===== src/assert_macros.svh =====
`ifndef ASSERT_MACROS_SVH
`define ASSERT_MACROS_SVH

// Plain property check on a clock, disabled in reset.
`define ASSERT_AT(label, clk, rst, prop, msg) \
   label: assert property (@(posedge clk) disable iff (rst) (prop)) else $error(msg);

// Overlapping implication on a clock, disabled in reset.
`define ASSERT_IMPLY(label, clk, rst, ante, cons, msg) \
   label: assert property (@(posedge clk) disable iff (rst) (ante) |-> (cons)) \
      else $error(msg);

`endif


===== src/mau_pkg.sv =====
`default_nettype none

package mau_pkg;

   localparam int WORD_BITS = 32;
   localparam int LONG_BITS = 64;

   typedef struct packed {
      logic                 kind;
      logic                 signed_mode;
      logic                 accumulate;
      logic                 set_flags;
      logic [WORD_BITS-1:0] multiplicand;
      logic [WORD_BITS-1:0] multiplier;
      logic [WORD_BITS-1:0] addend_low;
      logic [WORD_BITS-1:0] addend_high;
   } mau_req_type;

   typedef struct packed {
      logic [WORD_BITS-1:0] result_low;
      logic [WORD_BITS-1:0] result_high;
      logic                 flag_negative;
      logic                 flag_zero;
      logic                 flags_written;
   } mau_rsp_type;

   // Control carried alongside the datapath.
   typedef struct packed {
      logic kind;
      logic set_flags;
   } mau_ctl_type;

   localparam logic KIND_SHORT = 1'b0;
   localparam logic KIND_LONG  = 1'b1;

endpackage

`default_nettype wire


===== src/mau_mul_stage.sv =====
`default_nettype none

module mau_mul_stage
   import mau_pkg::*;
(
   input  wire logic                 clock,
   input  wire logic                 reset,
   input  wire logic                 valid_i,
   input  wire mau_req_type          req_i,
   output logic                      valid_o,
   output mau_ctl_type               ctl_o,
   output logic [LONG_BITS-1:0]      product_o,
   output logic [LONG_BITS-1:0]      addend_o
);

   logic                        valid_ff;
   mau_ctl_type                 ctl_ff;
   logic [LONG_BITS-1:0]        product_ff;
   logic [LONG_BITS-1:0]        addend_ff;

   logic                        sign_ext;
   logic signed [WORD_BITS:0]   op_a;
   logic signed [WORD_BITS:0]   op_b;
   logic signed [2*WORD_BITS+1:0] full_product;
   logic [LONG_BITS-1:0]        product_in;
   logic [LONG_BITS-1:0]        addend_in;
   mau_ctl_type                 ctl_in;

   // 33x33 signed multiply covers both signed and unsigned operands.
   always_comb begin
      sign_ext     = (req_i.kind == KIND_LONG) && req_i.signed_mode;
      op_a         = {sign_ext & req_i.multiplicand[WORD_BITS-1], req_i.multiplicand};
      op_b         = {sign_ext & req_i.multiplier[WORD_BITS-1], req_i.multiplier};
      full_product = op_a * op_b;
      product_in   = full_product[LONG_BITS-1:0];
      if (!req_i.accumulate) begin
         addend_in = '0;
      end else if (req_i.kind == KIND_LONG) begin
         addend_in = {req_i.addend_high, req_i.addend_low};
      end else begin
         addend_in = {{WORD_BITS{1'b0}}, req_i.addend_low};
      end
      ctl_in.kind      = req_i.kind;
      ctl_in.set_flags = req_i.set_flags;
   end

   always_ff @(posedge clock) begin
      if (reset) begin
         valid_ff <= 1'b0;
      end else begin
         valid_ff <= valid_i;
      end
   end

   always_ff @(posedge clock) begin
      ctl_ff     <= ctl_in;
      product_ff <= product_in;
      addend_ff  <= addend_in;
   end

   assign valid_o   = valid_ff;
   assign ctl_o     = ctl_ff;
   assign product_o = product_ff;
   assign addend_o  = addend_ff;

endmodule

`default_nettype wire


===== src/mau_add_stage.sv =====
`default_nettype none

module mau_add_stage
   import mau_pkg::*;
(
   input  wire logic                 clock,
   input  wire logic                 reset,
   input  wire logic                 valid_i,
   input  wire mau_ctl_type          ctl_i,
   input  wire logic [LONG_BITS-1:0] product_i,
   input  wire logic [LONG_BITS-1:0] addend_i,
   output logic                      valid_o,
   output mau_ctl_type               ctl_o,
   output logic [LONG_BITS-1:0]      sum_o
);

   logic                 valid_ff;
   mau_ctl_type          ctl_ff;
   logic [LONG_BITS-1:0] sum_ff;
   logic [LONG_BITS-1:0] sum_in;

   // Wraps modulo 2^64; short form only uses the low word.
   assign sum_in = product_i + addend_i;

   always_ff @(posedge clock) begin
      if (reset) begin
         valid_ff <= 1'b0;
      end else begin
         valid_ff <= valid_i;
      end
   end

   always_ff @(posedge clock) begin
      ctl_ff <= ctl_i;
      sum_ff <= sum_in;
   end

   assign valid_o = valid_ff;
   assign ctl_o   = ctl_ff;
   assign sum_o   = sum_ff;

endmodule

`default_nettype wire


===== src/mau_out_stage.sv =====
`default_nettype none

module mau_out_stage
   import mau_pkg::*;
(
   input  wire logic                 clock,
   input  wire logic                 reset,
   input  wire logic                 valid_i,
   input  wire mau_ctl_type          ctl_i,
   input  wire logic [LONG_BITS-1:0] sum_i,
   output logic                      valid_o,
   output mau_rsp_type               rsp_o
);

   logic        valid_ff;
   mau_rsp_type rsp_ff;
   mau_rsp_type rsp_in;
   logic        neg;
   logic        zero;

   always_comb begin
      rsp_in.result_low = sum_i[WORD_BITS-1:0];
      if (ctl_i.kind == KIND_LONG) begin
         rsp_in.result_high = sum_i[LONG_BITS-1:WORD_BITS];
         neg                = sum_i[LONG_BITS-1];
         zero               = (sum_i == '0);
      end else begin
         rsp_in.result_high = '0;
         neg                = sum_i[WORD_BITS-1];
         zero               = (sum_i[WORD_BITS-1:0] == '0);
      end
      rsp_in.flag_negative = ctl_i.set_flags & neg;
      rsp_in.flag_zero     = ctl_i.set_flags & zero;
      rsp_in.flags_written = ctl_i.set_flags;
   end

   always_ff @(posedge clock) begin
      if (reset) begin
         valid_ff <= 1'b0;
      end else begin
         valid_ff <= valid_i;
      end
   end

   always_ff @(posedge clock) begin
      rsp_ff <= rsp_in;
   end

   assign valid_o = valid_ff;
   assign rsp_o   = rsp_ff;

endmodule

`default_nettype wire


===== src/multiply_accumulate_unit.sv =====
// Multiply-accumulate execution unit: 32-bit multiply, multiply-accumulate,
// and 64-bit signed/unsigned long multiply with optional 64-bit accumulate.
// Input channel: drive req_data and raise start; the transfer happens at a
// rising edge with start high and busy low. busy is low at all times except
// in reset and the cycle after it, so a new request may be issued every cycle.
// Result channel: rsp_data is valid for exactly one cycle, marked by
// rsp_strobe. The receiver cannot hold results off, so none is needed.
// Path from the transfer to rsp_strobe: multiply stage, 64-bit add stage,
// flag/format stage, each registered. Throughput: one item per cycle.
// The 33x33 multiplier in the first stage sets the critical path.
// Reset (synchronous, active high) clears all stage valid bits; items in
// flight are dropped and no strobe follows them.
`default_nettype none

`include "assert_macros.svh"

module multiply_accumulate_unit
   import mau_pkg::*;
(
   input  wire logic        clock,
   input  wire logic        reset,
   input  wire logic        start,
   output logic             busy,
   input  wire mau_req_type req_data,
   output logic             rsp_strobe,
   output mau_rsp_type      rsp_data
);

   logic                 busy_ff;
   logic                 accept;
   logic                 mul_valid;
   mau_ctl_type          mul_ctl;
   logic [LONG_BITS-1:0] mul_product;
   logic [LONG_BITS-1:0] mul_addend;
   logic                 add_valid;
   mau_ctl_type          add_ctl;
   logic [LONG_BITS-1:0] add_sum;

   always_ff @(posedge clock) begin
      if (reset) begin
         busy_ff <= 1'b1;
      end else begin
         busy_ff <= 1'b0;
      end
   end

   assign busy   = busy_ff;
   assign accept = start && !busy_ff;

   mau_mul_stage u_mul (
      .clock     (clock),
      .reset     (reset),
      .valid_i   (accept),
      .req_i     (req_data),
      .valid_o   (mul_valid),
      .ctl_o     (mul_ctl),
      .product_o (mul_product),
      .addend_o  (mul_addend)
   );

   mau_add_stage u_add (
      .clock     (clock),
      .reset     (reset),
      .valid_i   (mul_valid),
      .ctl_i     (mul_ctl),
      .product_i (mul_product),
      .addend_i  (mul_addend),
      .valid_o   (add_valid),
      .ctl_o     (add_ctl),
      .sum_o     (add_sum)
   );

   mau_out_stage u_out (
      .clock   (clock),
      .reset   (reset),
      .valid_i (add_valid),
      .ctl_i   (add_ctl),
      .sum_i   (add_sum),
      .valid_o (rsp_strobe),
      .rsp_o   (rsp_data)
   );

   `ASSERT_IMPLY(a_latency, clock, reset, accept, ##3 rsp_strobe, "strobe missing 3 cycles after transfer")
   `ASSERT_IMPLY(a_no_spurious, clock, reset, rsp_strobe, $past(accept, 3), "strobe without a transfer")
   `ASSERT_IMPLY(a_short_high, clock, reset, rsp_strobe && ($past(req_data.kind, 3) == KIND_SHORT), rsp_data.result_high == '0, "short form high word not zero")
   `ASSERT_AT(a_flags_off, clock, reset, !rsp_strobe || rsp_data.flags_written || (!rsp_data.flag_negative && !rsp_data.flag_zero), "flags set without flag update")

endmodule

`default_nettype wire


===== config.mk =====
export PLATFORM = sky130hd
export DESIGN_NAME = multiply_accumulate_unit
export DESIGN_NICKNAME = d
export VERILOG_FILES = /design/src/mau_pkg.sv /design/src/mau_mul_stage.sv /design/src/mau_add_stage.sv /design/src/mau_out_stage.sv /design/src/multiply_accumulate_unit.sv
export VERILOG_INCLUDE_DIRS = /design/src /design/src/src
export SDC_FILE = /design/constraint.sdc
export NUM_CORES = 2
export LEC_CHECK = 0
export ABC_AREA = 0
export ABC_CLOCK_PERIOD_IN_PS = 7600
export BUFFER_PORTS_ARGS = -buffer_cell sky130_fd_sc_hd__buf_2
export CAP_MARGIN = 20
export CORE_AREA = 3 3 355 357
export CTS_BUF_LIST = sky130_fd_sc_hd__clkbuf_4
export CTS_CLUSTER_DIAMETER = 60
export DETAILED_ROUTE_END_ITERATION = 8
export DIE_AREA = 0 0 358 360
export PLACE_DENSITY_LB_ADDON = 0.12
export SYNTH_ARGS = -nofsm -noshare
export SYNTH_HDL_FRONTEND = slang
export SYNTH_SLANG_ARGS = --single-unit

===== constraint.sdc =====
create_clock -name clock -period 7.6 [get_ports clock]
set_input_delay 0.38 -clock clock [delete_from_list [all_inputs] [get_ports clock]]
set_output_delay 0.38 -clock clock [all_outputs]
set_load 0.02 [all_outputs]

Word level (Yosys, flattened, before mapping):

Index checks and enable logic that the tools add are counted.

* multipliers: 1
* mux-type cells: 3
* bitwise operators: 4
* $add $sub $neg: 1
* reductions and logical operators: 6

Operators by type and width (count)
* $add A64 B64 Y64: 1
* $logic_not A64 Y1: 1
* $mul A33 B33 Y64: 1
* $logic_not A32 Y1: 1
* $and A1 B1 Y1: 4
* $mux W1: 3
* $logic_and A1 B1 Y1: 2
* $reduce_and A2 Y1: 1
* $logic_not A1 Y1: 1

* bits in registers: 267
* input port bits: 135
* output and inout bits: 69
* logic and storage cells: 32

Longest topological paths before layout:

* word-level depth: 3
* depth in mapped cells: 30
* gate-level depth less buffers: 28

Cells and area by module:

From an unflattened synthesis, not the netlist that was laid out.

* cells, all modules: 5209
* area total of the unflattened synthesis: 48208.7 um^2

By module, submodules not included
* mau_mul_stage: area each 41135.7 um^2, sequential area each 2622.5 um^2, cells each 4455, times used 1
* mau_add_stage: area each 5270.1 um^2, sequential area each 1341.3 um^2, cells each 622, times used 1
* mau_out_stage: area each 1769.2 um^2, sequential area each 1361.3 um^2, cells each 130, times used 1
* multiply_accumulate_unit: area each 33.8 um^2, sequential area each 20.0 um^2, cells each 2, times used 1

Worst setup path after synthesis:

OpenSTA, ideal clock, no wires.

* path type: in2reg
* start: input port req_data[130] (netlist name)
* end: register u_mul.product_ff[61], in the netlist u_mul.product_o[61]
* required time: 7.505 ns
* stages on the path: 28
* arrival time: 7.884 ns
* path slack: -0.380 ns
* path buffers: 2
* library setup time: 0.095 ns
* cells stage by stage: and3_1 -> clkbuf_1 -> nand2_1 -> inv_1 -> fa_1 -> inv_1 -> fa_1 -> fa_1 -> inv_1 -> fa_1 -> inv_1 -> fa_1 -> fa_1 -> fa_1 -> fa_1 -> inv_1 -> ha_1 -> clkbuf_1 -> a21o_1 -> a21o_1 -> a21oi_1 -> nor2_1 -> or2_2 -> a21o_1 -> a21oi_1 -> nand3b_1 -> a311o_1 -> o311ai_1

* word-level cells in the longest chain between the ends: 3
* elaborated cells on any way between the ends: 4
* classes of those cells: 1 x mul; 2 x bitwise; 1 x reduce/logical

Ends and longest elaborated chain
* start, declared: line multiply_accumulate_unit.sv:24 `input wire mau_req_type req_data,`
* $logic_and A1 B1 Y1 *: line mau_mul_stage.sv:31 `sign_ext = (req_i.kind == KIND_LONG) && req_i.signed_mode;`
* $and A1 B1 Y1 (on tied branches): line mau_mul_stage.sv:32, mau_mul_stage.sv:33
* $mul A33 B33 Y64 *: line mau_mul_stage.sv:34 `full_product = op_a * op_b;`
* via u_mul.full_product[61]: line mau_mul_stage.sv:24 `logic signed [2*WORD_BITS+1:0] full_product;`
* end signal, assigned: line mau_mul_stage.sv:57 `product_ff <= product_in;`
* end, declared: line mau_mul_stage.sv:18 `logic [LONG_BITS-1:0] product_ff;`

Mark *: on every way through the listed nets, which the timed path passes. The rest lies on a longest branch.
A chain may end at the register's enable or synchronous reset.

Worst setup path after layout:

* start: input port req_data[131] (netlist name)
* end: register u_mul.product_ff[57], in the netlist u_mul.product_o[57]

Same word-level chain as after synthesis.

==> impl_metrics.py <==
metrics = {
    "outcome": {
        "status": "complete, no violations",
    },
    "timing": {
        "worst_pin_slew_ps": 952.5,
        "finalClockSkew_ps": 37.80,
        "final_hold_viol_count": 0,
        "relSlewSlack_pct": 36.50,
        "setup_viol": 0,
        "fmax_mhz": 136.9,
        "period_minus_slack_ps": 7306,
        "post-route-period-util_pct": 96.14,
        "setup_tns_ps": 0,
        "rsz0062_at_grt": "false",
        "slew_viol_final": 0,
    },
    "floorplan": {
        "row_count": 129,
        "dieArea_um2": 128900,
        "floorplan.core_area_um2": 123300,
        "io-pin-count": 204,
        "start_util_pct": 38.87,
        "dieWidth_um": 358,
        "die_y_um": 360,
    },
    "route": {
        "routed.top_layer": "met4",
        "drt-met1-wl_mm": 68.88,
        "drt_pre_antenna_iters": 7,
        "dr_wl_met3_mm": 7.352,
        "dr_wl_met2_mm": 63.11,
        "wl_per_cell_um": 19.17,
        "first_iter_violations": 1922,
        "via_per_inst": 4.799,
        "num_vias": 35350,
        "wirelength_mm": 141.2,
        "drc": 0,
        "ant_nets": 0,
    },
    "worst_setup_path": {
        "cp_slowest_cell": "fa_2",
        "critPathCaptureType": "register",
        "critPathMaxStageDelay_ps": 590,
        "critical_path_arrival_ps": 7910,
        "crit_type": "in2reg",
        "critical_path.most_common_cell": "fa_1",
        "worstPathRequired_ps": 8210,
        "worst_setup_path_start_kind": "input port",
        "worstPathMaxFanout": 17,
    },
    "finish": {
        "syn2layout_area_growth_pct": 15.50,
        "nNetsFinal": 7215,
        "drive_gt1_share_pct": 13.66,
    },
    "logic_synthesis": {
        "synth_compound_area_share_pct": 6.119,
        "synthSimpleGateAreaFrac_pct": 14.89,
        "seq_area_frac_synth_pct": 11.15,
        "synth_top_area_cell": "fa_1",
        "synth-warning-count": 0,
        "synthCells": 5166,
        "ys_async_sr_fraction_pct": 0,
        "ys_seq_elements": 267,
        "synth_nets": 6702,
        "synth_top_family_by_area": "adder cells",
        "synth-edff-count": 0,
        "synthDistinctLibCells": 73,
        "synthTopCellsByArea": "fa_1 47%, dfxtp_1 11%, inv_1 9.3%",
        "synth_area_um2": 47930,
        "synthMuxAreaShare_pct": 0.02089,
        "synthXorXnorAreaFrac_pct": 2.357,
        "ys.flop_type": "dfxtp_1",
        "syn_area_per_cell_um2": 9.277,
        "netlist.area_leader.share_pct": 47.03,
        "synth_fa_ha_area_share_pct": 54.21,
    },
    "global_route": {
        "grt_pass1_wl_mm": 224.0,
        "overflow": 0,
        "antenna_found_initial": 9,
        "grt_pass1_vias": 38120,
        "grt_use_total_pct": 22.39,
        "grt_max_degree": 65,
    },
    "clocking": {
        "cts_max_level": 2,
        "cts_tree": "yes",
        "cts.sinks": 267,
        "clkTransAtPathRegs_ps": 90,
        "numCtsBuffers": 58,
        "cts-root-buf": "clkbuf_4",
        "clk_path_buf_depth": 3,
        "clock_latency_ps": 710,
    },
    "min_path": {
        "hp-class": "in2reg",
    },
    "place": {
        "hpwl_mm": 123.5,
        "gp_congestion": 0.8645,
        "port_buffers": 203,
    },
    "run": {
        "cap_viol_max_count": 0,
    },
}
## critical path, delay by kind of cell
kind / cells / cell delay (ps)
and+or+nand+nor: 4 / 600
AOI/OAI and AO/OA: 8 / 1580
adders and majority gates: 9 / 4360
buffers and inverters: 8 / 970
## repair_timing
item / CTS / global route
endpoints found under the setup margin: 0 / 7
gates resized for setup: 0 / 12
setup buffers: 0 / 3
hold buffers: 59 / 5
hold endpoints to repair: 61 / 5
## cells in the final DEF, fill, tap and decap left out, types with 99 or more instances in the layout
cell type / n
and2_1: 395
a21oi_1: 114
fa_1: 1121
ha_1: 275
buf_2: 202
buf_4: 389
nand2_1: 804
inv_1: 1181
dfxtp_1: 267
nor2_1: 99
## per-layer routing
metal	vias up	track usage, %
li1	16300	-
met1	18120	33.56
met2	830	35.80
met3	99	2.321
met4	0	3.255
met5	-	0
## synth_stat cells, drive strengths merged, types with 21 or more instances
cell type	count
nand3	22
a21o	83
and2	396
clkbuf	240
dfxtp	267
xor2	40
nand4	30
o21ai	67
nand2	805
inv	1188
fa	1126
nor2	99
xnor2	89
a21oi	118
o21bai	33
ha	275
and3	53
a31oi	21
## kinds of logic (layout without fill, tap and decap cells)
| group | count (synthesis) | after routing |
|---|---|---|
| buffers and inverters | 1436 | 1994 |
| flip-flops | 267 | 267 |
| XOR/XNOR | 129 | 129 |
| multiplexers | 1 | 1 |
| AND/OR/NAND/NOR | 1505 | 1505 |
| other | 0 | 6 |
| adder cells (fa/ha/maj) | 1401 | 1401 |
| AO/OA/AOI/OAI | 427 | 427 |
## metrics by stage
| step | instances | instance area (um^2) | setup WS (ps) | utilization (%) | hold slack, ps |
|---|---|---|---|---|---|
| after global placement | 7189 | 53880 | -644.1 | 43.70 | 311.9 |
| final | 7367 | 55360 | 293.5 | 44.89 | 75.49 |
| after floorplan | 5166 | 47980 | 6.594 | - | 309.6 |
| after global routing | 7362 | 55340 | 7.354 | 44.88 | 1.251 |
| after CTS | 7353 | 55230 | 139.6 | 44.79 | 0.4752 |
| after detailed placement | 7189 | 53880 | -648.1 | 43.70 | 312.1 |
## registers in the layout, summed over array words and instances (netlist names), 2 cells and up
| name | flops |
|---|---|
| u_mul.ctl_o | 2 |
| u_mul.product_o | 64 |
| u_add.sum_o | 64 |
| u_add.ctl_o | 2 |
| u_out.rsp_o | 67 |
| u_mul.addend_o | 64 |
## worst paths after layout
check                          startpoint                            end  slack, ps  cells after the start
max                         req_data[131]    u_mul.product_o[57]$_DFF_P_        290                     29
min reg2reg        u_mul.ctl_o[1]$_DFF_P_         u_add.ctl_o[1]$_DFF_P_        330                      0
min                           req_data[5]  u_mul.addend_o[37]$_SDFF_PN0_         80                      2
max reg2reg  u_mul.addend_o[0]$_SDFF_PN0_        u_add.sum_o[62]$_DFF_P_       3910                     13
## area by class of cell
| cell class | count | area [um^2] |
|---|---|---|
| Inverter | 1188 | 4469 |
| Clock inverter | 25 | 156.4 |
| Clock buffer | 80 | 600.6 |
| Antenna cell | 6 | 15.01 |
| Fill cell | 12140 | 67960 |
| Multi-Input combinational cell | 3463 | 37240 |
| Tap cell | 1637 | 2048 |
| Timing Repair Buffer | 701 | 5480 |
| Sequential cell | 267 | 5345 |
Power is not shown: default switching activity piles up to over one toggle a cycle in this logic, so the estimate is an artifact.
